`src/rtl/core/lutf8_pkg.sv`:
```
// ----------------------------------------------------------------------------
// Lenient UTF-8 decoder package
// Widths, datapath commands, status bundle and lead byte decode helpers.
// ----------------------------------------------------------------------------
package lutf8_pkg;

  localparam int BYTE_W = 8;
  localparam int CP_W   = 21;
  localparam int CNT_W  = 3;   // window fill, 0 to 4
  localparam int LEN_W  = 3;   // sequence length, 0 (invalid) to 4
  localparam int WIN_D  = 4;   // three held bytes plus the new one

  // Datapath commands
  typedef logic [2:0] lutf8_op_t;
  localparam lutf8_op_t OP_NONE   = 3'd0;
  localparam lutf8_op_t OP_LOAD   = 3'd1;
  localparam lutf8_op_t OP_DROP   = 3'd2;
  localparam lutf8_op_t OP_EMIT   = 3'd3;
  localparam lutf8_op_t OP_FINISH = 3'd4;

  // Datapath status seen by the controller
  typedef struct packed {
    logic finish;     // head sequence incomplete or window empty
    logic emit;       // head sequence complete
    logic need_push;  // the next command loads the output register
    logic out_free;   // output register can take a new request
  } lutf8_stat_t;

  // Sequence length given by a lead byte, 0 for a byte that cannot lead
  function automatic logic [LEN_W-1:0] lead_len(input logic [BYTE_W-1:0] b);
    logic [LEN_W-1:0] len;
    if ((b & 8'h80) == 8'h00) begin
      len = 3'd1;
    end else if ((b & 8'hE0) == 8'hC0) begin
      len = 3'd2;
    end else if ((b & 8'hF0) == 8'hE0) begin
      len = 3'd3;
    end else if ((b & 8'hF8) == 8'hF0) begin
      len = 3'd4;
    end else begin
      len = 3'd0;
    end
    return len;
  endfunction

  // Payload bits carried by a lead byte
  function automatic logic [6:0] lead_bits(input logic [BYTE_W-1:0] b);
    logic [BYTE_W-1:0] m;
    if ((b & 8'h80) == 8'h00) begin
      m = b;
    end else if ((b & 8'hE0) == 8'hC0) begin
      m = b & 8'h1F;
    end else if ((b & 8'hF0) == 8'hE0) begin
      m = b & 8'h0F;
    end else begin
      m = b & 8'h07;
    end
    return m[6:0];
  endfunction

  function automatic logic is_cont(input logic [BYTE_W-1:0] b);
    return (b & 8'hC0) == 8'h80;
  endfunction

endpackage

```
`src/rtl/core/lutf8_dpath.sv`:
```
// ----------------------------------------------------------------------------
// Lenient UTF-8 decoder datapath
// Byte window, one-deep result holding stage and the output register.
// ----------------------------------------------------------------------------
module lutf8_dpath
  import lutf8_pkg::*;
(
  input  logic              clk,
  input  logic              rst_n,
  input  lutf8_op_t         op,
  input  logic [BYTE_W-1:0] byte_in,
  input  logic              eos_in,
  output lutf8_stat_t       stat,
  input  logic              out_ready,
  output logic              out_valid,
  output logic [CP_W-1:0]   out_cp,
  output logic              out_cpv,
  output logic              out_last,
  output logic              out_done
);

  logic [BYTE_W-1:0] win_r [WIN_D];
  logic [BYTE_W-1:0] win_nxt [WIN_D];
  logic [CNT_W-1:0]  cnt_r, cnt_nxt;
  logic              end_r, end_nxt;
  logic              hold_v_r, hold_v_nxt;
  logic [CP_W-1:0]   hold_cp_r, hold_cp_nxt;
  logic              ov_r, ov_nxt;
  logic [CP_W-1:0]   ocp_r, ocp_nxt;
  logic              ocpv_r, ocpv_nxt;
  logic              olast_r, olast_nxt;
  logic              odone_r, odone_nxt;

  logic [LEN_W-1:0]  len;
  logic [CP_W-1:0]   cp0, cp1, cp2, cp3, cp_sel;
  logic              c1, c2, c3;
  logic [CNT_W-1:0]  used;
  logic              finish, out_free;

  // Decode the head of the window
  always_comb begin
    len    = lead_len(win_r[0]);
    finish = (cnt_r == '0) || ((len != '0) && ({1'b0, len} > {1'b0, cnt_r}));
    c1     = (len >= 3'd2) && is_cont(win_r[1]);
    c2     = c1 && (len >= 3'd3) && is_cont(win_r[2]);
    c3     = c2 && (len == 3'd4) && is_cont(win_r[3]);
    cp0    = {{(CP_W-7){1'b0}}, lead_bits(win_r[0])};
    cp1    = {cp0[CP_W-7:0], win_r[1][5:0]};
    cp2    = {cp1[CP_W-7:0], win_r[2][5:0]};
    cp3    = {cp2[CP_W-7:0], win_r[3][5:0]};
    if (c3) begin
      cp_sel = cp3;
      used   = 3'd4;
    end else if (c2) begin
      cp_sel = cp2;
      used   = 3'd3;
    end else if (c1) begin
      cp_sel = cp1;
      used   = 3'd2;
    end else begin
      cp_sel = cp0;
      used   = 3'd1;
    end
  end

  assign out_free       = !ov_r || out_ready;
  assign stat.finish    = finish;
  assign stat.emit      = !finish && (len != '0);
  assign stat.need_push = finish ? (hold_v_r || end_r) : ((len != '0) && hold_v_r);
  assign stat.out_free  = out_free;

  // Apply the command
  always_comb begin
    for (int i = 0; i < WIN_D; i++) win_nxt[i] = win_r[i];
    cnt_nxt     = cnt_r;
    end_nxt     = end_r;
    hold_v_nxt  = hold_v_r;
    hold_cp_nxt = hold_cp_r;
    ov_nxt      = ov_r && !out_ready;
    ocp_nxt     = ocp_r;
    ocpv_nxt    = ocpv_r;
    olast_nxt   = olast_r;
    odone_nxt   = odone_r;
    unique case (op)
      OP_LOAD: begin
        win_nxt[cnt_r[1:0]] = byte_in;
        cnt_nxt             = cnt_r + 3'd1;
        end_nxt             = eos_in;
        hold_v_nxt          = 1'b0;
      end
      OP_DROP: begin
        for (int i = 0; i < WIN_D - 1; i++) win_nxt[i] = win_r[i+1];
        cnt_nxt = cnt_r - 3'd1;
      end
      OP_EMIT: begin
        // advance the window past the consumed bytes
        unique case (used)
          3'd1: for (int i = 0; i < WIN_D - 1; i++) win_nxt[i] = win_r[i+1];
          3'd2: for (int i = 0; i < WIN_D - 2; i++) win_nxt[i] = win_r[i+2];
          3'd3: win_nxt[0] = win_r[3];
          default: ;
        endcase
        cnt_nxt = cnt_r - used;
        if (hold_v_r) begin
          ov_nxt    = 1'b1;
          ocp_nxt   = hold_cp_r;
          ocpv_nxt  = 1'b1;
          olast_nxt = 1'b0;
          odone_nxt = 1'b0;
        end
        hold_v_nxt  = 1'b1;
        hold_cp_nxt = cp_sel;
      end
      OP_FINISH: begin
        if (hold_v_r) begin
          ov_nxt    = 1'b1;
          ocp_nxt   = hold_cp_r;
          ocpv_nxt  = 1'b1;
          olast_nxt = 1'b1;
          odone_nxt = end_r;
        end else if (end_r) begin
          ov_nxt    = 1'b1;
          ocp_nxt   = '0;
          ocpv_nxt  = 1'b0;
          olast_nxt = 1'b1;
          odone_nxt = 1'b1;
        end
        // drop leftovers at the end of a string
        if (end_r) cnt_nxt = '0;
        hold_v_nxt = 1'b0;
      end
      default: ;
    endcase
  end

  // Control registers
  always_ff @(posedge clk) begin
    if (!rst_n) begin
      cnt_r    <= '0;
      end_r    <= 1'b0;
      hold_v_r <= 1'b0;
      ov_r     <= 1'b0;
    end else begin
      cnt_r    <= cnt_nxt;
      end_r    <= end_nxt;
      hold_v_r <= hold_v_nxt;
      ov_r     <= ov_nxt;
    end
  end

  // Payload registers
  always_ff @(posedge clk) begin
    for (int i = 0; i < WIN_D; i++) win_r[i] <= win_nxt[i];
    hold_cp_r <= hold_cp_nxt;
    ocp_r     <= ocp_nxt;
    ocpv_r    <= ocpv_nxt;
    olast_r   <= olast_nxt;
    odone_r   <= odone_nxt;
  end

  assign out_valid = ov_r;
  assign out_cp    = ocp_r;
  assign out_cpv   = ocpv_r;
  assign out_last  = olast_r;
  assign out_done  = odone_r;

endmodule

```
`config.mk`:
```
export PLATFORM = sky130hd
export DESIGN_NAME = lutf8_dpath
export DESIGN_NICKNAME = d
export VERILOG_FILES = /design/src/rtl/core/lutf8_pkg.sv /design/src/rtl/core/lutf8_dpath.sv
export SDC_FILE = /design/constraint.sdc
export NUM_CORES = 1
export LEC_CHECK = 0
export ABC_AREA = 1
export BUFFER_PORTS_ARGS = -buffer_cell sky130_fd_sc_hd__buf_2
export CELL_PAD_IN_SITES_DETAIL_PLACEMENT = 0
export CELL_PAD_IN_SITES_GLOBAL_PLACEMENT = 2
export CORE_MARGIN = 5
export CORE_UTILIZATION = 30
export DETAILED_ROUTE_END_ITERATION = 8
export PLACE_DENSITY = 0.75
export RECOVER_POWER = 100
export SKIP_CTS_REPAIR_TIMING = 1
export SYNTH_ARGS = -nofsm -noshare
export SYNTH_HDL_FRONTEND = slang
export SYNTH_SLANG_ARGS = --single-unit
export TNS_END_PERCENT = 1
```
`constraint.sdc`:
```
create_clock -name clk -period 3.1 [get_ports clk]
set_clock_uncertainty 0.2 [all_clocks]
set_input_delay 0.62 -clock clk [delete_from_list [all_inputs] [get_ports clk]]
set_output_delay 0.62 -clock clk [all_outputs]
set_load 0.05 [all_outputs]
```
==> flow_summary_export.csv <==
group,metric,value,unit
routing,drcViolationCount,0,
worst_setup_path,cp_slowest_stage_delay,0.41,ns
cts,cts_tree,"built",
worst_setup_path,crit_chain,"nand2_1 -> inv_2 -> nand2_2 -> nand2_4 -> ha_4 -> nand2_1 -> nor2_1 -> nor2_1 -> a32oi_1 -> nand2_1 -> o21ai_2 -> inv_2 -> o21ai_2 -> buf_6",
worst_setup_path,cp_slowest_cell,"edfxtp_1",
worst_setup_path,cp-end-kind,"primary output",
placed_design,preCtsSetupSlack,0.1961,ns
layout,instances_no_fill,697,
hold_path,hold_depth,1,
placed_design,place_inst,680,
flow_run,maxCapViolCount,0,
power_and_ir_drop,powerDensity,550.0,nW/µm²
cts,htreeDepth,3,
floorplanning,io-pin-count,44,
cts,numCtsBuffers,9,
layout,drive_above_1_share,0.1199,
worst_setup_path,r2r-start,"win_r[0][7]",
synth,avgSynthCellArea,9.329,µm²
sta,fin_ws,-0.01801,ns
placed_design,portBuffers,43,
hold_path,whs_endpoint,"win_r[3][1]",
power_and_ir_drop,clockPowerShare,0.381,
hold_path,min-delay-start,"byte_in[1]",
placed_design,gp_congestion,0.7831,
sta,hold_viol_final,0,
global_route,grt_pass1_wl,17220,µm
sta,fin_crit,3.118,ns
routing,wl_per_cell,14.95,µm
global_route,overflow,0,
synth,synth-seq-area-share,0.5718,
worst_setup_path,worst_r2r_path_depth,14,
floorplanning,dieWidth,129.1,µm
floorplanning,fp.coreArea,13880,µm²
power_and_ir_drop,p_seq_frac,0.480,
routing,antenna_left,0,
cts,clk-insertion-delay-late,0.34,ns
layout,antenna_cells,0,
power_and_ir_drop,swShare,0.2850,
synth,ys_seq_elements,83,
sta,finalSetupViolCount,1,
synth,synthArstFlopShare,0,
global_route,antenna_found_initial,0,
power_and_ir_drop,p_int,1.960,mW
worst_setup_path,rr_endpoint,"cnt_r[2]",
sta,slew_headroom,0.2414,
routing,post_drt_via_cell_ratio,4.680,
placed_design,hpwl,7771,µm
routing,drt_iter0_drc,333,
layout,fin_nets,532,
floorplanning,std_cell_rows,43,
synth,synth_nets,476,
worst_setup_path,cp.buffers_inverters,3,
floorplanning,die_y,129.1,µm
synth,syn_area,4254,µm²
worst_setup_path,critical_path_required,2.28,ns
hold_path,hp-class,"input port to flop",
power_and_ir_drop,ir_drop,223.0,µV
cts,cts-root-buf,"clkbuf_16",
routing,routed_wl,10420,µm
layout,nFillCells,1461,
synth,ys_types,41,
run_status,status,"finished, violations left",
power_and_ir_drop,power_frac_comb,0.140,
worst_setup_path,path_class,"flop to primary output",
synth,syn_inst,456,
global_route,grt_pass1_vias,3219,
worst_setup_path,worstPathArrival,2.30,ns
power_and_ir_drop,p_leak,1.965,nW
worst_setup_path,crit_fanout,3,
worst_setup_path,path_delay_family,"simple AND/OR/NAND/NOR gates",
global_route,grt.total_usage,0.1328,
cts,clk_pin_slew,0.07,ns
run_status,violations,"negative setup slack",
power_and_ir_drop,p_switching,0.7812,mW
sta,worst_pin_slew,1.138,ns
sta,rsz0062_at_grt,"yes",
synth,synth_edf_count,77,
sta,max_freq,320.7,MHz
routing,dr_total_vias,3262,
worst_setup_path,reg2reg_slack,0.14,ns
floorplanning,start_util,0.3065,
worst_setup_path,path_common_cell,"nand2_1",
cts,cts_sinks,83,
floorplanning,die-area,16660,µm²
sta,drv_slew,0,
cts,max-clock-path-buffers,2,
layout,syn_to_final_growth,17.15,%
global_route,grt_max_degree,37,
routing,drt_first_pass_iters,5,
sta,fin_crit_sh,1.006,
synth,ys.flop_type,"edfxtp_1",
worst_setup_path,cp-start-kind,"flop",
synth,yosys_warnings,0,
worst reg2reg max path, stage by stage, from the launching register on:
cell and delay, ns:
edfxtp_1 0.45, inv_2 0.08, nor2_1 0.10, nand3_1 0.22, nor3_4 0.34, nor2_1 0.12
or2_2 0.29, ha_1 0.20, fa_1 0.38, xor2_1 0.19, nor2_1 0.06, nand3_1 0.08
nand3_1 0.08, nand2_1 0.06, inv_1 0.03
metrics by stage:
step | cell area, µm² | hold WS [ns] | total power, mW | TNS (ns) | util
2_1_floorplan | 4254 | 0.2582 | 1.601 | -4.152 | -
4_1_cts | 5005 | 0.2720 | 2.749 | -0.2914 | 0.3606
3_3_place_gp | 4718 | 0.3006 | 1.699 | 0 | 0.3399
3_5_place_dp | 4718 | 0.3159 | 1.706 | 0 | 0.3399
5_1_grt | 4984 | 0.3231 | 2.863 | -0.4279 | 0.3590
6_report | 4984 | 0.3163 | 2.741 | -0.01801 | 0.3590
layout by cell type, fill, tap and decap left out, drive strengths merged:
cell,n
a21boi,1
a21oi,14
a22oi,2
a32oi,1
a41oi,1
buf,16
clkbuf,51
clkinv,4
clkinvlp,1
dfxtp,6
edfxtp,77
fa,1
ha,4
inv,81
nand2,95
nand3,25
nand4,1
nor2,60
nor3,3
o2111ai,1
o211ai,9
o21ai,40
o21bai,1
o22a,2
o22ai,16
or2,3
xor2,1
registers in the layout, indices dropped and copies added, names as in the netlist:
register   cells
win_r         32
hold_cp_r     21
out_cp        21
cnt_r          3
end_r          1
hold_v_r       1
out_cpv        1
out_done       1
out_last       1
out_valid      1
layout make-up:
cell class	count	area [µm²]	share of cell area
inverter	79	299.0	0.06001
timing repair buffer	58	274.0	0.05498
multi-input combinational	281	1466	0.2943
clock inverter	7	61.31	0.01230
sequential	83	2432	0.4881
clock buffer	9	225.2	0.04519
tap	180	225.2	0.04519
cells in the mapped netlist, types with 3 or more instances:
master / count / area [µm²]
o22ai_1: 16 / 100.1
or2_2: 3 / 18.77
edfxtp_1: 77 / 2312
o21ai_0: 35 / 175.2
nand3_1: 23 / 115.1
o211ai_1: 9 / 67.56
clkbuf_1: 6 / 22.52
a21oi_1: 14 / 70.07
nand2_1: 90 / 337.8
inv_1: 74 / 277.8
o21ai_1: 4 / 20.02
dfxtp_1: 6 / 120.1
nand2_2: 3 / 18.77
nor2_1: 56 / 210.2
inv_2: 3 / 11.26
ha_1: 4 / 50.05
routing by layer:
layer  GRT usage  up-vias  routed length, µm
li1            -     1640                  -
met1      0.1905     1516               4953
met3     0.02514       13                568
met5           0        -                  0
met2      0.1991       93               4694
met4     0.05127        0                204
kinds of logic after synthesis:
family	Yosys count	share of synthesized area
buffers and inverters	92	0.09029
xor gates and xnor gates	1	0.002059
adders and majority gates	5	0.01647
AOI/OAI and AO/OA	88	0.1238
DFF	83	0.5718
and+or+nand+nor	187	0.1956
power by group through the flow:
stage                     clock network [mW]  logic, mW  registers (mW)
after floorplan                            0      0.248            1.35
after global placement                     0      0.363            1.34
after detailed placement                   0      0.368            1.34
after CTS                               1.07      0.370            1.31
after global routing                    1.12      0.424            1.32
final                                   1.04      0.382            1.31
how the worst max path moves through the flow:
stage                 from        end  depth (start not counted)
2_1_floorplan        op[1]  out_cp[0]                          3
3_3_place_gp   win_r[0][7]   cnt_r[2]                         14
3_5_place_dp   win_r[0][7]   cnt_r[2]                         16
4_1_cts        win_r[0][6]    stat[1]                         14
5_1_grt        win_r[0][7]    stat[1]                         14
6_report       win_r[0][6]    stat[1]                         14
Note: power is estimated with default switching activity, not from simulation.
