<file path="src/rtl/core/lutf8_pkg.sv">
// ----------------------------------------------------------------------------
// Lenient UTF-8 decoder package
// Widths, datapath commands, status bundle and lead byte decode helpers.
// ----------------------------------------------------------------------------
package lutf8_pkg;

  localparam int BYTE_W = 8;
  localparam int CP_W   = 21;
  localparam int CNT_W  = 3;   // window fill, 0 to 4
  localparam int LEN_W  = 3;   // sequence length, 0 (invalid) to 4
  localparam int WIN_D  = 4;   // three held bytes plus the new one

  // Datapath commands
  typedef logic [2:0] lutf8_op_t;
  localparam lutf8_op_t OP_NONE   = 3'd0;
  localparam lutf8_op_t OP_LOAD   = 3'd1;
  localparam lutf8_op_t OP_DROP   = 3'd2;
  localparam lutf8_op_t OP_EMIT   = 3'd3;
  localparam lutf8_op_t OP_FINISH = 3'd4;

  // Datapath status seen by the controller
  typedef struct packed {
    logic finish;     // head sequence incomplete or window empty
    logic emit;       // head sequence complete
    logic need_push;  // the next command loads the output register
    logic out_free;   // output register can take a new request
  } lutf8_stat_t;

  // Sequence length given by a lead byte, 0 for a byte that cannot lead
  function automatic logic [LEN_W-1:0] lead_len(input logic [BYTE_W-1:0] b);
    logic [LEN_W-1:0] len;
    if ((b & 8'h80) == 8'h00) begin
      len = 3'd1;
    end else if ((b & 8'hE0) == 8'hC0) begin
      len = 3'd2;
    end else if ((b & 8'hF0) == 8'hE0) begin
      len = 3'd3;
    end else if ((b & 8'hF8) == 8'hF0) begin
      len = 3'd4;
    end else begin
      len = 3'd0;
    end
    return len;
  endfunction

  // Payload bits carried by a lead byte
  function automatic logic [6:0] lead_bits(input logic [BYTE_W-1:0] b);
    logic [BYTE_W-1:0] m;
    if ((b & 8'h80) == 8'h00) begin
      m = b;
    end else if ((b & 8'hE0) == 8'hC0) begin
      m = b & 8'h1F;
    end else if ((b & 8'hF0) == 8'hE0) begin
      m = b & 8'h0F;
    end else begin
      m = b & 8'h07;
    end
    return m[6:0];
  endfunction

  function automatic logic is_cont(input logic [BYTE_W-1:0] b);
    return (b & 8'hC0) == 8'h80;
  endfunction

endpackage

</file>
<file path="src/rtl/core/lutf8_ctrl.sv">
// ----------------------------------------------------------------------------
// Lenient UTF-8 decoder controller
// Accepts a byte, then walks the window one sequence or dropped byte per cycle while not stalled.
// ----------------------------------------------------------------------------
module lutf8_ctrl
  import lutf8_pkg::*;
(
  input  logic        clk,
  input  logic        rst_n,
  input  logic        in_valid,
  output logic        in_ready,
  input  lutf8_stat_t stat,
  output lutf8_op_t   op
);

  localparam logic ST_IDLE = 1'b0;
  localparam logic ST_RUN  = 1'b1;

  logic state_r, state_nxt;
  logic stall;

  // Hold while a push would overwrite an untaken request
  assign stall = stat.need_push && !stat.out_free;

  always_comb begin
    state_nxt = state_r;
    op        = OP_NONE;
    in_ready  = 1'b0;
    unique case (state_r)
      ST_IDLE: begin
        in_ready = 1'b1;
        if (in_valid) begin
          op        = OP_LOAD;
          state_nxt = ST_RUN;
        end
      end
      ST_RUN: begin
        priority if (stall) begin
          op = OP_NONE;
        end else if (stat.finish) begin
          op        = OP_FINISH;
          state_nxt = ST_IDLE;
        end else if (stat.emit) begin
          op = OP_EMIT;
        end else begin
          op = OP_DROP;
        end
      end
      default: state_nxt = ST_IDLE;
    endcase
  end

  always_ff @(posedge clk) begin
    if (!rst_n) begin
      state_r <= ST_IDLE;
    end else begin
      state_r <= state_nxt;
    end
  end

endmodule

</file>
<file path="config.mk">
export PLATFORM = sky130hd
export DESIGN_NAME = lutf8_ctrl
export DESIGN_NICKNAME = d
export VERILOG_FILES = /design/src/rtl/core/lutf8_pkg.sv /design/src/rtl/core/lutf8_ctrl.sv
export SDC_FILE = /design/constraint.sdc
export NUM_CORES = 1
export LEC_CHECK = 0
export ABC_CLOCK_PERIOD_IN_PS = 800
export BUFFER_PORTS_ARGS = -buffer_cell sky130_fd_sc_hd__buf_2
export CAP_MARGIN = 5
export CORE_AREA = 2 2 39 41
export CTS_CLUSTER_SIZE = 25
export DETAILED_ROUTE_END_ITERATION = 10
export DIE_AREA = 0 0 41 43
export SLEW_MARGIN = 20
export SYNTH_ARGS = -nofsm -noshare
export SYNTH_HDL_FRONTEND = slang
export SYNTH_SLANG_ARGS = --single-unit
</file>
<file path="constraint.sdc">
create_clock -name clk -period 0.8 [get_ports clk]
set_input_delay 0.08 -clock clk [delete_from_list [all_inputs] [get_ports clk]]
set_output_delay 0.08 -clock clk [all_outputs]
set_load 0.005 [all_outputs]
</file>
==> summary.txt, run 1 <==
Outcome
  • Status: complete, but fails checks
  • Failing checks: negative setup slack

Power and ir drop
  • Tot Pwr: 0.000131 W
  • Power Density: 725 nW/µm²
  • Combinational fraction of design power: 53.7%
  • Switching Share: 27.1%
  • P_leak: 0.0879 nW
  • Clock power share: 0%
  • NetSw: 0.0000355 W
  • Flop pwr share: 46.3%
  • Max rail drop VDD: 0.118 mV
  • Internal power: 0.0000952 W

Worst setup path
  • Crit path kind: flop to output port
  • Nature of the critical path endpoint: output port
  • Worst path max stage delay: 0.35 ns
  • Startpoint Class: flop
  • Crit path DAT: 0.73 ns
  • Cells along the critical path: nand2_2 -> o32ai_2 -> buf_2
  • CP Max Fanout: 6
  • WP data required: 0.72 ns
  • Critical-path top delay cell: dfxtp_4

Timing
  • RSZ-0062 raised after global routing: yes
  • Max_slew headroom: 87.6%
  • Final period utilization: 102%
  • Minimum clock period: 0.813 ns
  • Final Hold Viols: 0
  • Fmax: 1.23 GHz
  • Clock Skew: 0 ns
  • Worst slew pin tran: 0.186 ns
  • Final Max Tran Viols: 0
  • Final Setup Violations: 1
  • Post-route setup slack: -0.0130 ns

GRT
  • Gr usage total: 2.80%
  • Initial antenna violation count: 0
  • Gr ovfl total: 0
  • First-pass GRT wire length: 358 µm
  • Grt met1 use: 0.317%
  • Grt met2 use: 7.50%
  • GRT met3 Usage: 1.57%
  • Vias in the first global route: 119
  • Busiest metal layer after global routing: met2
  • Largest net degree at the start of global routing: 7

Floorplan
  • Die boundary height: 43 µm
  • Core box area: 1380 µm²
  • Row cnt: 14
  • Die area: 1760 µm²
  • Die Width: 41 µm
  • Top Ports: 11
  • Initial Utilization: 6.96%

Place
  • Port Buffer Count: 10
  • Placed cell count: 37
  • Dpl hpwl: 238 µm
  • Post-place setup slack: -0.101 ns
  • Gpl congestion: 0.418

Route
  • WL final: 274 µm
  • Vias/cell: 3.24
  • Remaining antenna violation count: 0
  • TritonRoute pass-1 iters: 1
  • Drt drc: 0
  • Number of DRC markers in iteration 0: 0
  • Wire per inst: 7.21 µm
  • Routed vias: 123

Synthesis
  • Synthesized area: 96.3 µm²
  • Number of distinct library cells after synthesis: 10
  • FF+latch count, synth: 1
  • Synth top area share: 20.8%
  • Yosys warnings: 0
  • Synth Net Count: 18
  • Mapped Avg Cell Area: 8.76 µm²
  • Synthesized instance count: 11
  • Sequential area share after synthesis: 20.8%
  • Synth area leaders: dfxtp_1, o32ai_2, nor2b_4
  • Most area-hungry cell type in the Yosys netlist: dfxtp_1

Final layout
  • Final #Nets: 31
  • Number of flip-flops in the largest register: 1
  • Synth-to-Final Area Change: 87.0%
  • Largest regs: state_r: 1 flops
  • Layout cells sized above 1: 77.3%
  • Final Non-Filler Cells: 38
  • Largest Register: state_r
  • Diodes inserted: 0

Flow run
  • Max Cap Viol: 0

Clocking
  • Clock Pin Slew Worst Setup and Hold Paths: 0 ns
  • CTS Hold Buffers Added: 0
  • Clock Latency Late Sink: 0 ns

Worst hold path
  • Hold Path Class: primary input to flop
==> power by group through the flow <==
stage | sequential, W | combinational (W) | clock, W
after floorplan | 0.0000596 | 0.0000293 | 0
after global placement | 0.0000602 | 0.0000631 | 0
after detailed placement | 0.0000607 | 0.0000630 | 0
after CTS | 0.0000613 | 0.0000645 | 0
after global routing | 0.0000611 | 0.0000793 | 0
final | 0.0000605 | 0.0000701 | 0
==> cells in the final DEF, fill, tap and decap left out <==
cell type / synthesis / routed
o21ai_0: 1 / 1
and3_2: 1 / 1
nand2_2: 0 / 1
nand2b_1: 1 / 1
a31oi_1: 1 / 1
inv_1: 2 / 2
nor2b_4: 1 / 1
buf_4: 0 / 1
o32ai_2: 1 / 1
nor3_2: 1 / 1
dfxtp_4: 0 / 1
buf_2: 0 / 10
==> synthesized netlist by cell type, drive strengths merged <==
master,number
nor2b,1
nand2b,1
a31oi,1
o32ai,1
dfxtp,1
inv,2
and3,1
nand2,1
nor3,1
o21ai,1
==> worst max-delay path: cells and delay by family, from the launching register on <==
family | cells | cell delay, ns
DFF | 1 | 0.35
AOI/OAI and AO/OA | 1 | 0.19
buffers and inverters | 1 | 0.15
and+or+nand+nor | 1 | 0.05
==> kinds of logic (layout without fill, tap and decap cells) <==
group / after synthesis / in the layout / synth area share [%]
buffers and inverters: 2 / 13 / 7.80
and+or+nand+nor: 5 / 5 / 42.9
DFF: 1 / 1 / 20.8
AOI/OAI and AO/OA: 3 / 3 / 28.6
==> layer usage <==
metal / wire, µm / part of all wire [%] / vias to the layer above
li1: - / - / 61
met1: 85 / 31 / 51
met2: 123 / 45 / 11
met3: 65 / 24 / 0
met4: 0 / 0 / 0
met5: 0 / 0 / -
==> path summary, 6_finish.rpt <==
path / from / cells after the start / endpoint / slack [ns]
hold / removal: rst_n / 3 / state_r$_SDFF_PN0_ / 0.34
setup / recovery: state_r$_SDFF_PN0_ / 3 / op[0] / -0.01
setup reg to reg: state_r$_SDFF_PN0_ / 2 / state_r$_SDFF_PN0_ / 0.09
hold reg to reg: state_r$_SDFF_PN0_ / 1 / state_r$_SDFF_PN0_ / 0.47
==> repair_timing <==
action / in CTS / in global routing
gates resized for setup: 3 / 0
setup buffers: 0 / 1
endpoints found under the setup margin: 2 / 2
==> per-stage QoR <==
step / area (µm²) / util (%) / hold WS (ns) / setup TNS (ns)
5_1_grt: 180 / 13.0 / 0.366 / -0.0477
3_5_place_dp: 166 / 12.0 / 0.340 / -0.138
3_3_place_gp: 166 / 12.0 / 0.335 / -0.0987
6_report: 180 / 13.0 / 0.343 / -0.0130
4_1_cts: 173 / 12.5 / 0.335 / -0.0223
2_1_floorplan: 96.3 / - / 0.185 / 0
==> area by class of cell <==
class,instances,area [µm²]
fillers,155,1200
inverters,2,7.51
multi-input cells,8,71.3
flip-flops and latches,1,23.8
well taps,16,20.0
repair buffers,11,57.6
Power figures use the tool's default switching activity.
==> run 2, diff against run 1 <==
Settings changed: ABC_AREA set to 1, SLEW_MARGIN 20 to 10.
==> run 2 against run 1 <==
Net effect:
- the flow now finishes without violations
- worst hold slack improved by 0.043 ns
- sequential cell count unchanged
- cell area decreased by 11%
- synthesized area decreased by 7.8%
- critical path depth unchanged
- clock skew unchanged
- highest routed layer unchanged
==> summary.txt, run 2 <==
Outcome
  • Status: completed

Synthesis
  • Number of distinct library cells after synthesis: 6
  • Synth top area share: 25.4%
  • Synthesized instance count: 18
  • Mapped Avg Cell Area: 4.94 µm²
  • Yosys warnings: 0
  • Synth area leaders: inv_1, dfxtp_1, nand2_1
  • FF+latch count, synth: 1
  • Commonest cells post-synth: inv_1, nand2_1, nor2_1, nand3_1
  • Top FF cell, synth: dfxtp_1
  • Synth Net Count: 25
  • Synthesized area: 88.8 µm²
  • Most frequent cell after synthesis: inv_1
  • Post-synth EDFFs: 0
  • Most area-hungry cell type in the Yosys netlist: inv_1
  • Sequential area share after synthesis: 22.5%
  • Async SR Flop Fraction: 0%

Final layout
  • Fillers: 160
  • Multi-input gate area: 46.3 µm²
  • Largest regs: state_r: 1 flops
  • Number of flip-flops in the largest register: 1
  • Largest Register: state_r
  • Commonest non-fill, non-tap cell in the layout: buf_2
  • Final core utilization: 11.6%
  • Storage element area: 21.3 µm²
  • Most frequent cells in the layout: buf_2, inv_1, nand2_1, nor2_1, nand3_1
  • Synth-to-Final Area Change: 80.3%
  • Design Area, Final: 160 µm²
  • Layout cells sized above 1: 42.9%
  • Final #Nets: 37
  • Diodes inserted: 0

Power and ir drop
  • Tot Pwr: 0.000119 W
  • Internal power: 0.0000857 W
  • Flop pwr share: 51.2%
  • Clock power share: 0%
  • Power Density: 743 nW/µm²
  • P_leak: 0.110 nW
  • NetSw: 0.0000332 W
  • Switching Share: 28.0%
  • Combinational fraction of design power: 48.8%
  • Max rail drop VDD: 0.320 mV

Timing
  • Final Hold Viols: 0
  • Max_slew headroom: 91.2%
  • Worst slew pin tran: 0.132 ns
  • Final Setup Violations: 0
  • Sum Neg Setup Slack: 0 ns
  • Clock Skew: 0 ns
  • WHS: 0.387 ns
  • Fmax: 1.38 GHz
  • Minimum clock period: 0.725 ns
  • Final Max Tran Viols: 0
  • RSZ-0062 raised after global routing: no
  • Final period utilization: 90.6%

Worst setup path
  • WP data required: 0.72 ns
  • Startpoint Class: flop
  • Crit path kind: flop to output port
  • CP Max Fanout: 5
  • Crit path DAT: 0.64 ns
  • Nature of the critical path endpoint: output port

GRT
  • Gr ovfl total: 0
  • First-pass GRT wire length: 331 µm
  • Largest net degree at the start of global routing: 6
  • Initial antenna violation count: 0
  • Vias in the first global route: 88
  • Gr usage total: 2.70%

Floorplan
  • Row cnt: 14
  • Core box area: 1380 µm²
  • Top Ports: 11
  • Die area: 1760 µm²
  • Die Width: 41 µm
  • Initial Utilization: 6.42%
  • Die boundary height: 43 µm

Route
  • Routed vias: 121
  • Wire per inst: 5.66 µm
  • WL final: 249 µm
  • TritonRoute pass-1 iters: 4
  • Remaining antenna violation count: 0
  • Drt drc: 0
  • Vias/cell: 2.75
  • Number of DRC markers in iteration 0: 8

Place
  • Post-DP Area: 159 µm²
  • Gpl congestion: 0.542
  • Port Buffer Count: 10

Flow run
  • Max Cap Viol: 0

Clocking
  • Clock Latency Late Sink: 0 ns
  • Clock Pin Slew Worst Setup and Hold Paths: 0 ns

Worst hold path
  • Hold Path Class: primary input to flop
run 2: per-stage QoR:
| stage | instances | setup WS [ns] |
|---|---|---|
| after floorplan | 18 | 0.140 |
| after global placement | 44 | 0.0409 |
| after detailed placement | 44 | 0.0250 |
| after CTS | 44 | 0.0210 |
| after global routing | 44 | 0.0232 |
| final | 44 | 0.0752 |
run 2: worst paths after layout:
check	slack (ns)	cells past startpoint	start	endpoint
min	0.39	5	rst_n	state_r$_SDFF_PN0_
max reg2reg	0.10	3	state_r$_SDFF_PN0_	state_r$_SDFF_PN0_
min reg2reg	0.58	3	state_r$_SDFF_PN0_	state_r$_SDFF_PN0_
max	0.08	3	state_r$_SDFF_PN0_	op[2]
run 2: critical path: stages, from the launching register on:
cell	delay (ns)
dfxtp_2	0.34
nand3_1	0.13
inv_1	0.07
buf_2	0.10
run 2: kinds of logic after synthesis:
kind of cell | synth area share, %
AND/OR/NAND/NOR | 52.1
flip-flops | 22.5
buffers and inverters | 25.4
run 2: power groups by stage:
stage | registers, W | clock network [W] | logic, W
final | 0.0000609 | 0 | 0.0000580
after CTS | 0.0000603 | 0 | 0.0000584
after global routing | 0.0000633 | 0 | 0.0000676
after global placement | 0.0000601 | 0 | 0.0000570
after detailed placement | 0.0000603 | 0 | 0.0000581
after floorplan | 0.0000589 | 0 | 0.0000269
run 2: timing repair:
item / 4_1_cts / 5_1_grt
buffers inserted: 0 / 0
resized for setup: 0 / 1
endpoints found under the setup margin: 0 / 4
hold buffers: 0 / 0
run 2: cell type report:
class | count | share of cell area [%]
repair buffers | 10 | 31.2
multi-input cells | 11 | 28.9
inverters | 6 | 14.1
flip-flops and latches | 1 | 13.3
well taps | 16 | 12.5
run 2: routing by layer:
metal / GRT usage [%] / part of all wire [%] / up-vias
li1: - / - / 70
met1: 5.08 / 59 / 40
met2: 3.44 / 23 / 11
met3: 0 / 18 / 0
met4: 0 / 0 / 0
met5: 0 / 0 / -
==> run 3, diff against run 2 <==
Settings changed: CORE_AREA 2 2 39 41 to 3 3 40 42, DIE_AREA 0 0 41 43 to 0 0 43 45, RECOVER_POWER set to 25.
==> run 3 against run 2 <==
Net effect:
- first-iteration DRC count is 75% lower
- utilization rose by 0.79 points
- die area is 9.8% higher
- wire length increased by 0.80%
- critical path depth did not move
- via count unchanged
- sequential share of layout area grew 0.10 points
- clock skew stayed put
- global-route usage is essentially flat
- power hardly changed
- combinational power about the same
- critical endpoint unchanged
==> summary.txt, run 3 (synthesis gave the netlist of run 2 again) <==
Power and ir drop
  • P_leak: 0.110 nW
  • Clock power share: 0%
  • Combinational fraction of design power: 48.8%
  • Flop pwr share: 51.2%
  • Max rail drop VDD: 0.338 mV
  • NetSw: 0.0000333 W
  • Internal power: 0.0000857 W
  • Power Density: 749 nW/µm²
  • Switching Share: 28.0%

Final layout
  • Largest Register: state_r
  • Most frequent cells in the layout: buf_2, inv_1, nand2_1, nor2_1, nand3_1
  • Final #Nets: 37
  • Largest regs: state_r: 1 flops
  • Synth-to-Final Area Change: 78.9%
  • Commonest non-fill, non-tap cell in the layout: buf_2
  • Layout cells sized above 1: 42.9%
  • Diodes inserted: 0
  • Number of flip-flops in the largest register: 1
  • Design Area, Final: 159 µm²

Place
  • Gpl congestion: 0.604
  • Dpl hpwl: 228 µm
  • Post-DP Area: 158 µm²
  • Port Buffer Count: 10
  • Post-place setup slack: 0.0335 ns

GRT
  • First-pass GRT wire length: 420 µm
  • Gr usage total: 2.74%
  • Vias in the first global route: 102
  • Initial antenna violation count: 0
  • Gr ovfl total: 0
  • Largest net degree at the start of global routing: 6

Floorplan
  • Core box area: 1280 µm²
  • Top Ports: 11
  • Die Width: 43 µm
  • Row cnt: 13
  • Die boundary height: 45 µm
  • Initial Utilization: 6.91%
  • Die area: 1940 µm²

Worst setup path
  • Startpoint Class: flop
  • WP data required: 0.72 ns
  • CP Max Fanout: 5
  • Reg2reg path depth: 3
  • Crit path kind: flop to output port
  • Crit path DAT: 0.64 ns
  • Nature of the critical path endpoint: output port

Route
  • TritonRoute pass-1 iters: 3
  • Remaining antenna violation count: 0
  • Drt drc: 0
  • Vias/cell: 2.81
  • Number of DRC markers in iteration 0: 2
  • Routed vias: 121
  • Wire per inst: 5.84 µm
  • WL final: 251 µm

Flow run
  • Max Cap Viol: 0

Timing
  • Final Hold Viols: 0
  • Fmax: 1.39 GHz
  • Max_slew headroom: 91.6%
  • Post-route setup slack: 0.0819 ns
  • Final period utilization: 89.8%
  • Clock Skew: 0 ns
  • RSZ-0062 raised after global routing: no
  • Worst slew pin tran: 0.126 ns
  • Minimum clock period: 0.718 ns
  • Final Max Tran Viols: 0
  • Sum Neg Setup Slack: 0 ns
  • Final Setup Violations: 0

Clocking
  • Clock Latency Late Sink: 0 ns
  • Clock Pin Slew Worst Setup and Hold Paths: 0 ns
  • CTS Hold Buffers Added: 0

Worst hold path
  • Hold Path Class: primary input to flop
  • Hold depth: 5

Outcome
  • Status: completed
-- run 3: critical path, cell delays in order (launching register included) --
cell     delay, ns
dfxtp_2       0.34
nand3_1       0.13
inv_1         0.07
buf_2         0.10
-- run 3: layout make-up --
type	count	area, µm²
multi-input cells	11	46.3
repair buffers	10	50.0
inverters	6	22.5
well taps	15	18.8
flip-flops and latches	1	21.3
fillers	148	1130
-- run 3: worst paths after layout --
kind | startpoint | to | slack [ns]
max | state_r$_SDFF_PN0_ | op[2] | 0.08
min reg2reg | state_r$_SDFF_PN0_ | state_r$_SDFF_PN0_ | 0.58
min | rst_n | state_r$_SDFF_PN0_ | 0.39
max reg2reg | state_r$_SDFF_PN0_ | state_r$_SDFF_PN0_ | 0.11
-- run 3: power by group through the flow --
| stage | Clock (W) | Combinational, W | Sequential (W) |
|---|---|---|---|
| floorplan | 0 | 0.0000269 | 0.0000589 |
| global placement | 0 | 0.0000577 | 0.0000601 |
| detailed placement | 0 | 0.0000584 | 0.0000602 |
| CTS | 0 | 0.0000588 | 0.0000602 |
| global route | 0 | 0.0000686 | 0.0000624 |
| finish | 0 | 0.0000580 | 0.0000609 |
-- run 3: metrics by stage --
stage	hold WS, ns	std cells	util (%)	total power (W)
floorplan	0.191	18	-	0.0000858
global placement	0.394	43	12.3	0.000118
detailed placement	0.395	43	12.3	0.000119
CTS	0.396	43	12.3	0.000119
global route	0.430	43	12.4	0.000131
finish	0.387	43	12.4	0.000119
-- run 3: per-layer routing --
metal | track usage, % | wire (µm) | share of wire, % | vias up
li1 | - | - | - | 70
met1 | 5.01 | 159 | 63 | 40
met2 | 3.59 | 48 | 19 | 11
met3 | 0 | 43 | 17 | 0
met4 | 0 | 0 | 0 | 0
met5 | 0 | 0 | 0 | -
-- run 3: timing repair --
item / CTS / global route
endpoints found under the setup margin: 0 / 3
resized for setup: 0 / 1
buffers inserted: 0 / 0
